**src/rgc_pkg.sv**
```systemverilog
package rgc_pkg;

    localparam int CTR_W = 64;
    localparam int NUM_CTRS = 32;
    localparam int CTR_IDX_W = $clog2(NUM_CTRS);
    localparam int NUM_INV = 6;

    localparam int PC_W = 64;
    localparam int CFG_DATA_W = 64;
    localparam int CFG_IDX_W = 3;
    localparam int FUNC_W = 3;
    localparam int IC_FLAGS_W = 7;
    localparam int DC_FLAGS_W = 13;
    localparam int CORE_FLAGS_W = 3;
    localparam int SEL_W = 6;
    localparam int VALUE_W = 64;

    localparam logic [SEL_W-1:0] SEL_EXCL_SUM = SEL_W'(NUM_CTRS);

    typedef enum logic [FUNC_W-1:0] {
        FUNC_INIT   = 3'd0,
        FUNC_REGION = 3'd1,
        FUNC_TICK   = 3'd2,
        FUNC_SAMPLE = 3'd3,
        FUNC_WB     = 3'd4
    } func_t;

    typedef enum logic [CFG_IDX_W-1:0] {
        CFG_COLLECT_ENABLE = 3'd0,
        CFG_START_PC_SET   = 3'd1,
        CFG_START_PC       = 3'd2,
        CFG_END_PC_SET     = 3'd3,
        CFG_END_PC         = 3'd4
    } cfg_idx_t;

    // counter slots
    localparam int CTR_CYCLES      = 0;
    localparam int CTR_WB_OBS      = 1;
    localparam int CTR_IC_ACCESS   = 2;
    localparam int CTR_IC_HIT      = 3;
    localparam int CTR_IC_MISS     = 4;
    localparam int CTR_DC_ACCESS   = 9;
    localparam int CTR_DC_LOAD     = 10;
    localparam int CTR_DC_STORE    = 11;
    localparam int CTR_DC_HIT      = 12;
    localparam int CTR_DC_MISS     = 13;
    localparam int CTR_LOAD_HIT    = 14;
    localparam int CTR_LOAD_MISS   = 15;
    localparam int CTR_STORE_HIT   = 16;
    localparam int CTR_STORE_MISS  = 17;
    localparam int CTR_DC_REFILL   = 18;
    localparam int CTR_X_DCACHE    = 26;
    localparam int CTR_X_DIV       = 27;
    localparam int CTR_X_BRANCH    = 28;
    localparam int CTR_X_DEP       = 29;
    localparam int CTR_X_ICACHE    = 30;
    localparam int CTR_X_OTHER     = 31;

    // flag bits
    localparam int IC_TOTAL_STALL  = 6;
    localparam int DC_LOAD         = 1;
    localparam int DC_STORE        = 2;
    localparam int DC_HIT          = 3;
    localparam int DC_MISS         = 4;
    localparam int DC_REFILL_START = 5;
    localparam int DC_TOTAL_STALL  = 12;
    localparam int CORE_DIV        = 0;
    localparam int CORE_BRANCH     = 1;
    localparam int CORE_DEP        = 2;

    typedef struct packed {
        logic            collect_enable;
        logic            start_pc_set;
        logic [PC_W-1:0] start_pc;
        logic            end_pc_set;
        logic [PC_W-1:0] end_pc;
    } cfg_t;

    typedef struct packed {
        logic clear;
        logic tick;
        logic sample;
        logic wb_bump;
    } ctl_t;

    typedef struct packed {
        logic collecting_now;
        logic region_active;
        logic region_valid;
    } status_t;

    // signed change of (a - b - c), widened to a counter
    function automatic logic [CTR_W-1:0] delta3(input logic a, input logic b, input logic c);
        logic signed [2:0] d;
        d = signed'({2'b00, a}) - signed'({2'b00, b}) - signed'({2'b00, c});
        return {{(CTR_W-3){d[2]}}, d};
    endfunction

endpackage

```
**src/rgc_ctrl.sv**
```systemverilog
module rgc_ctrl (
    input  logic                   clk,
    input  logic                   rst_n,
    input  logic                   fire,
    input  rgc_pkg::func_t         func,
    input  logic                   wb_valid,
    input  logic [rgc_pkg::PC_W-1:0] wb_pc,
    input  rgc_pkg::cfg_t          cfg,
    output rgc_pkg::ctl_t          ctl,
    output rgc_pkg::status_t       status
);

    logic enable_reg;
    logic enable_next;
    logic requested_reg;
    logic requested_next;
    logic open_reg;
    logic open_next;
    logic started_reg;
    logic started_next;
    logic ended_reg;
    logic ended_next;
    logic collecting;
    logic hit_start;
    logic hit_end;
    logic req_init;
    rgc_pkg::ctl_t ctl_raw;

    assign collecting = enable_reg && open_reg;
    assign hit_start  = (wb_pc == cfg.start_pc);
    assign hit_end    = (wb_pc == cfg.end_pc);
    assign req_init   = cfg.start_pc_set || cfg.end_pc_set;

    always_comb
    begin
        enable_next    = enable_reg;
        requested_next = requested_reg;
        open_next      = open_reg;
        started_next   = started_reg;
        ended_next     = ended_reg;
        ctl_raw        = '0;
        case (func)
            rgc_pkg::FUNC_INIT:
            begin
                requested_next = req_init;
                enable_next    = cfg.collect_enable
                                 && (cfg.start_pc_set == cfg.end_pc_set)
                                 && !(req_init && (cfg.start_pc == cfg.end_pc));
                open_next      = !req_init;
                started_next   = !req_init;
                ended_next     = 1'b0;
                ctl_raw.clear  = 1'b1;
            end
            rgc_pkg::FUNC_REGION:
            begin
                if (enable_reg && requested_reg && wb_valid)
                begin
                    if (!started_reg && hit_start)
                    begin
                        ctl_raw.clear = 1'b1;
                        started_next  = 1'b1;
                        open_next     = 1'b1;
                    end
                    else if (open_reg && hit_end)
                    begin
                        open_next  = 1'b0;
                        ended_next = 1'b1;
                    end
                end
            end
            rgc_pkg::FUNC_TICK:
            begin
                ctl_raw.tick = collecting;
            end
            rgc_pkg::FUNC_SAMPLE:
            begin
                ctl_raw.sample = collecting;
            end
            rgc_pkg::FUNC_WB:
            begin
                ctl_raw.wb_bump = collecting && wb_valid
                                  && !(requested_reg && (hit_start || hit_end));
            end
            default:
            begin
            end
        endcase
    end

    always_comb
    begin
        ctl                   = fire ? ctl_raw : '0;
        status.collecting_now = enable_next && open_next;
        status.region_active  = open_next;
        status.region_valid   = !requested_next || (started_next && ended_next);
    end

    always_ff @(posedge clk or negedge rst_n)
    begin
        if (!rst_n)
        begin
            enable_reg    <= 1'b0;
            requested_reg <= 1'b0;
            open_reg      <= 1'b1;
            started_reg   <= 1'b1;
            ended_reg     <= 1'b0;
        end
        else if (fire)
        begin
            enable_reg    <= enable_next;
            requested_reg <= requested_next;
            open_reg      <= open_next;
            started_reg   <= started_next;
            ended_reg     <= ended_next;
        end
    end

endmodule

```
**config.mk**
```make
export PLATFORM = sky130hd
export DESIGN_NAME = rgc_ctrl
export DESIGN_NICKNAME = d
export VERILOG_FILES = /design/src/rgc_pkg.sv /design/src/rgc_ctrl.sv
export SDC_FILE = /design/constraint.sdc
export NUM_CORES = 1
export LEC_CHECK = 0
export ABC_AREA = 1
export ABC_CLOCK_PERIOD_IN_PS = 2170
export BUFFER_PORTS_ARGS = -buffer_cell sky130_fd_sc_hd__buf_4
export CORE_MARGIN = 2
export CORE_UTILIZATION = 37
export DETAILED_ROUTE_END_ITERATION = 7
export PLACE_DENSITY_LB_ADDON = 0.12
export SKIP_CTS_REPAIR_TIMING = 1
export SYNTH_ARGS = -nofsm -noshare
export SYNTH_HDL_FRONTEND = slang
export SYNTH_SLANG_ARGS = --single-unit
export TNS_END_PERCENT = 5
```
**constraint.sdc**
```tcl
create_clock -name clk -period 2.17 [get_ports clk]
set_input_delay 0.434 -clock clk [delete_from_list [all_inputs] [get_ports clk]]
set_output_delay 0.434 -clock clk [all_outputs]
set_load 0.01 [all_outputs]
```
==> metrics.txt, run 1 <==
status=finished, violations left; failing checks=negative setup slack; n_diodes=0; vias in the first global route=4,473; PortBufs=208; Seq/Total Area, Yosys=3.65%; # rows=35; first-pass GRT wire length=20,000 um; syn nets=about 950; largest net degree at the start of global routing=11; die footprint=10,300 um^2; Die W=101 um; RSZ-0062 raised after global routing=true; fmax=0.447 GHz; CP max FO=2; Placed Area=~5500 um^2; Overall Global Routing Usage=24.4%; Routed Antenna Nets=0; Final period util=103%; drt first pass iters=4; vias per cell=4.38; Longest Clk Path Bufs=2; Clock Sink Count=5; nets@finish=1,201; die height=101 um; Syn Area/Cell=4.66 um^2; CTS root buffer=clkbuf_8; cell taking the most area after synthesis=nand2_1; max_cap viols=0; relative slew slack=73.8%; Clk pin slew, worst setup/hold paths=0.03 ns; TritonCTS clock tree=built; Max H-tree Level=1; area share of the largest cell type after synthesis=34.0%; Worst Tran Pin Value=0.392 ns; CTS Buf Count=3; Synth Instances=approximately 750; Worst R2R Path Depth=8; Yosys warning total=0; main area contributors after synthesis=nand2_1 34%, xor2_1 16%, inv_1 15%; DR iter-0 viols=~170; Reg-to-Reg End=ended_reg; Final Max Slew Viols=0; Placer Congestion=0.897; Core Area=9200 um^2; Final setup viols=2; final hold slack=0.00864 ns; area grow syn2layout=58.8%; Worst Skew=~0.0015 ns; # DRC=0; Worst-Skew Late Latency=approximately 0.22 ns; peak supply drop=between 0.2 and 0.25 mV; Initial Utilization=38.1%; Final Util=60.4%; worst path arrival time=1.80 ns; post-route cell area=5560 um^2; flop-to-flop setup slack=0.91 ns; Critical Path RT=~1.7 ns; Avg WL per Cell=11.5 um; total wire length after detailed routing=about 13,000 um; pwr/cell area=231 nW/um^2; critical path launch point type=primary input; fin crit period=approximately 2.2 ns; GR Overflow Total=0; worst r2r src=open_reg; Critical Setup Path Class=primary input to output pin; crit path capture type=output pin; flip-flop and latch count after synthesis=5; Final Hold Fails=0; share of layout cells above drive strength 1=27.7%; # IOs=around 210; DP HPWL=11,700 um; synth unique cells=25; vias=around 4,800; min-delay worst type=primary input to async pin; leakage power=~3.4 nW; Post-Syn Area=3500 um^2; Final WS setup=-0.0648 ns; initial antenna violation count=0
==> worst max path at each step <==
| stage | from | endpoint | slack (ns) | depth (start not counted) |
|---|---|---|---|---|
| after global placement | cfg[63] | status[2] | -0.14 | 12 |
| final | wb_pc[43] | status[0] | -0.06 | 14 |
| after detailed placement | cfg[63] | status[2] | -0.10 | 12 |
| after CTS | cfg[63] | status[2] | -0.11 | 12 |
| after floorplan | cfg[64] | status[2] | 0.36 | 12 |
| after global routing | cfg[52] | status[0] | -0.24 | 16 |
==> layout by cell type, fill, tap and decap left out <==
cell	netlist	routed
clkbuf_8	0	3
xnor2_1	18	18
nand2_1	317	315
nand4_1	5	5
nor3b_1	1	1
nand3_1	13	13
o22ai_1	10	10
dfrtp_1	3	3
inv_1	144	144
nor2_4	0	3
dfstp_2	2	2
buf_4	2	244
nand4_2	1	1
nand2_2	0	2
or2_2	1	1
clkinv_1	1	1
nor2_1	123	114
ha_1	1	1
o21a_1	1	1
nand3_2	1	1
o21ai_0	19	19
inv_2	4	4
clkbuf_1	0	1
nand3b_1	3	3
nor2_2	5	11
nor3_1	6	3
a21oi_1	5	5
a21oi_2	1	1
xor2_1	64	64
nor3_2	0	3
==> final cells by class <==
class                   instances  area (um^2)
well taps                     111          139
inverters                     149          559
multi-input cells             595         2860
repair buffers                244         1830
flip-flops and latches          5          128
fillers                       999         3640
clock buffers                   4         45.0
==> layer usage <==
layer	wire, um	GRT usage, %	share of wire [%]
met5	0	0	0
met4	100	2.18	0.78
met3	751	2.28	5.9
met2	6080	44.0	48
met1	5830	32.5	46
==> synthesized netlist by cell type <==
master and count:
nor3_1 6, xnor2_1 18, inv_1 144, o21a_1 1, nand2_1 317, nand4_1 5, xor2_1 64, or2_2 1
nor2_1 123, a21oi_1 5, nand3_2 1, buf_4 2, ha_1 1, dfrtp_1 3, a21oi_2 1, nand3_1 13
o21ai_0 19, nand3b_1 3, nor2_2 5, o22ai_1 10, inv_2 4, nand4_2 1, dfstp_2 2, clkinv_1 1
nor3b_1 1
==> power by group <==
group	internal, mW	leakage [nW]	switching [mW]
clock network	0.126	0.0228	0.0415
logic	0.509	3.35	0.481
registers	0.112	0.0600	0.0129
total	0.747	3.44	0.536
==> metrics by stage <==
step / cells / total power [mW] / TNS (ns) / worst slack (ns)
finish: 1108 / 1.28 / -0.122 / -0.0648
detailed placement: 1104 / 1.11 / -0.273 / -0.104
global route: 1108 / 1.42 / -0.746 / -0.244
floorplan: 751 / 0.556 / 0 / 0.356
CTS: 1108 / 1.28 / -0.302 / -0.115
global placement: 1104 / 1.10 / -0.301 / -0.137
==> worst max-delay path, cell delays in order <==
cell and delay [ns]:
buf_4 0.12, xor2_1 0.16, nor2_1 0.12, nand2_1 0.08, nor2_2 0.13, nand2_1 0.08
nor2_2 0.14, nand2_2 0.08, nor2_2 0.08, nand2_1 0.06, nand2_1 0.07, nand3_1 0.06
nand2_1 0.08, buf_4 0.12
==> cells by family (layout without fill, tap and decap cells) <==
group                      Yosys count  in the layout  synth area share, %
xor gates and xnor gates            82             82                 20.5
and+or+nand+nor                    476            476                 53.4
buffers and inverters              151            397                 16.4
AOI/OAI and AO/OA                   36             36                 5.68
adders and majority gates            1              1                0.357
DFF                                  5              5                 3.65
No activity file was read; power rests on OpenSTA's default activity.
==> run 2, diff against run 1 <==
- CORE_ASPECT_RATIO: not set -> 1.1
- PLACE_DENSITY_LB_ADDON: 0.12 -> 0.1
==> metrics.txt, run 2 (synthesis results as in run 1) <==
initial antenna violation count=0 (unchanged); area grow syn2layout=57.8%; peak supply drop=0.400 mV (+66%); Clock Sink Count=5 (unchanged); DP HPWL=11,500 um (-1.2%); Final period util=102% (-0.76 points); fmax=0.451 GHz (+0.74%); nets@finish=1,189 (-1.0%); RSZ-0062 raised after global routing=true; Initial Utilization=37.8% (-0.26 points); critical path launch point type=primary input; Critical Path RT=1.74 ns (about the same); die footprint=10,300 um^2 (about the same); PortBufs=208 (unchanged); crit-path cells=buf_4 -> xor2_1 -> nor2_1 -> nand2_1 -> nor2_2 -> nand2_2 -> nor2_4 -> nand3b_1 -> nand2_1 -> nand3_2 -> nand2_2 -> inv_1 -> buf_4; Final WS setup=-0.0483 ns (+0.0164 ns); Final Max Slew Viols=0 (unchanged); Crit path depth=13 (-1); # IOs=209 (unchanged); drt first pass iters=4 (unchanged); Die W=96.7 um (-4.5%); Core Area=9260 um^2 (+0.68%); Worst Skew=0.00104 ns (-0.000462 ns); Filler cells=1,039 (+4.0%); CP max FO=3 (+1); Final TNS setup=-0.0940 ns (+0.0275 ns); DR iter-0 viols=150 (-11%); TritonCTS clock tree=built; Clk pin slew, worst setup/hold paths=0.03 ns (about the same); most common cell after layout, fill and taps aside=nand2_1; Worst-Skew Late Latency=0.22 ns (about the same); status=finished, violations left; Worst Tran Pin Value=0.383 ns (-0.00942 ns); failing checks=negative setup slack; total wire length after detailed routing=12,700 um (-0.41%); worst path arrival time=1.78 ns (-0.02 ns); vias per cell=4.37 (-0.18%); most frequent cells in the layout=309 x nand2_1, 232 x buf_4, 138 x inv_1; fin crit period=2.22 ns (-0.0164 ns); CTS Buf Count=3 (unchanged); Routed Antenna Nets=0 (unchanged); leakage power=3.39 nW (-1.4%); final hold slack=0.00944 ns (+0.000801 ns); CP peak stage delay=0.15 ns (about the same); # DRC=0 (unchanged); largest net degree at the start of global routing=11 (unchanged); Worst R2R Path Depth=8 (unchanged); Avg WL per Cell=11.5 um (+0.13%); Final setup viols=3 (+1); Longest Clk Path Bufs=2 (unchanged); # rows=37 (+5.7%); Placer Congestion=0.871 (-2.9%); Overall Global Routing Usage=23.5% (-0.81 points); first-pass GRT wire length=19,900 um (-0.59%); Crit path max-delay family=simple AND/OR/NAND/NOR gates; pwr/cell area=230 nW/um^2 (-0.46%); dpl cells=1,097 (-0.63%); max_cap viols=0 (unchanged); die height=106 um (+4.7%); relative slew slack=74.4% (+0.63 points); CTS root buffer=clkbuf_8; GR Overflow Total=0 (unchanged); n_diodes=0 (unchanged); Final Hold Fails=0 (unchanged); vias=4,813 (-0.72%); vias in the first global route=4,431 (-0.94%); share of layout cells above drive strength 1=28.5% (+0.84 points); min-delay worst type=primary input to async pin; Finished Layout Cells=1,102 (-0.54%); worst path bufs/invs=3 (+1); Max H-tree Level=1 (unchanged); Critical Setup Path Class=primary input to output pin; crit path capture type=output pin; worst-path cell with the longest stage delay=xor2_1
## run 2: cell types whose count changed in the layout (fill, tap and decap cells not counted), moves of 3 or more
cell and change:
buf_4 -12, inv_1 -6, inv_2 +6, nand2_1 -6, nand2_2 +5, o21ai_0 -3
o21ai_1 +3
## run 2: through the flow
stage	power, mW	setup WS, ns	cell area [um^2]	utilization [%]
floorplan	0.556	0.356	3500	-
global placement	1.07	-0.118	5370	57.9
detailed placement	1.08	-0.119	5370	57.9
CTS	1.25	-0.124	5410	58.4
global route	1.40	-0.201	5520	59.7
finish	1.27	-0.0483	5520	59.7
## run 2: routing by layer
layer	track usage (%)	vias to the layer above	routed length, um
li1	-	2658	-
met1	28.4	1995	5380
met2	45.4	146	6480
met3	2.30	14	663
met4	3.92	0	191
met5	0	-	0
## run 2: layout make-up
| cell class | count | area [um^2] | area share, % |
|---|---|---|---|
| clock buffers | 4 | 45.0 | 0.815 |
| flip-flops and latches | 5 | 128 | 2.31 |
| well taps | 117 | 146 | 2.65 |
| multi-input cells | 595 | 2900 | 52.6 |
| repair buffers | 232 | 1740 | 31.5 |
| inverters | 149 | 559 | 10.1 |
## run 2: worst paths after layout
kind	start	endpoint	slack [ns]
setup / recovery	wb_pc[43]	status[2]	-0.05
hold / removal	rst_n	ended_reg	0.009
setup reg to reg	open_reg	ended_reg	0.98
hold reg to reg	ended_reg	ended_reg	0.47
max in group asynchronous	rst_n	open_reg	1.97
min in group clk	fire	started_reg	0.45
## run 2: power by group
part | internal [mW] | switching [mW] | total, mW
Combinational | 0.500 | 0.480 | 0.981
Sequential | 0.112 | 0.0111 | 0.123
Clock | 0.126 | 0.0395 | 0.165
Total | 0.738 | 0.531 | 1.27
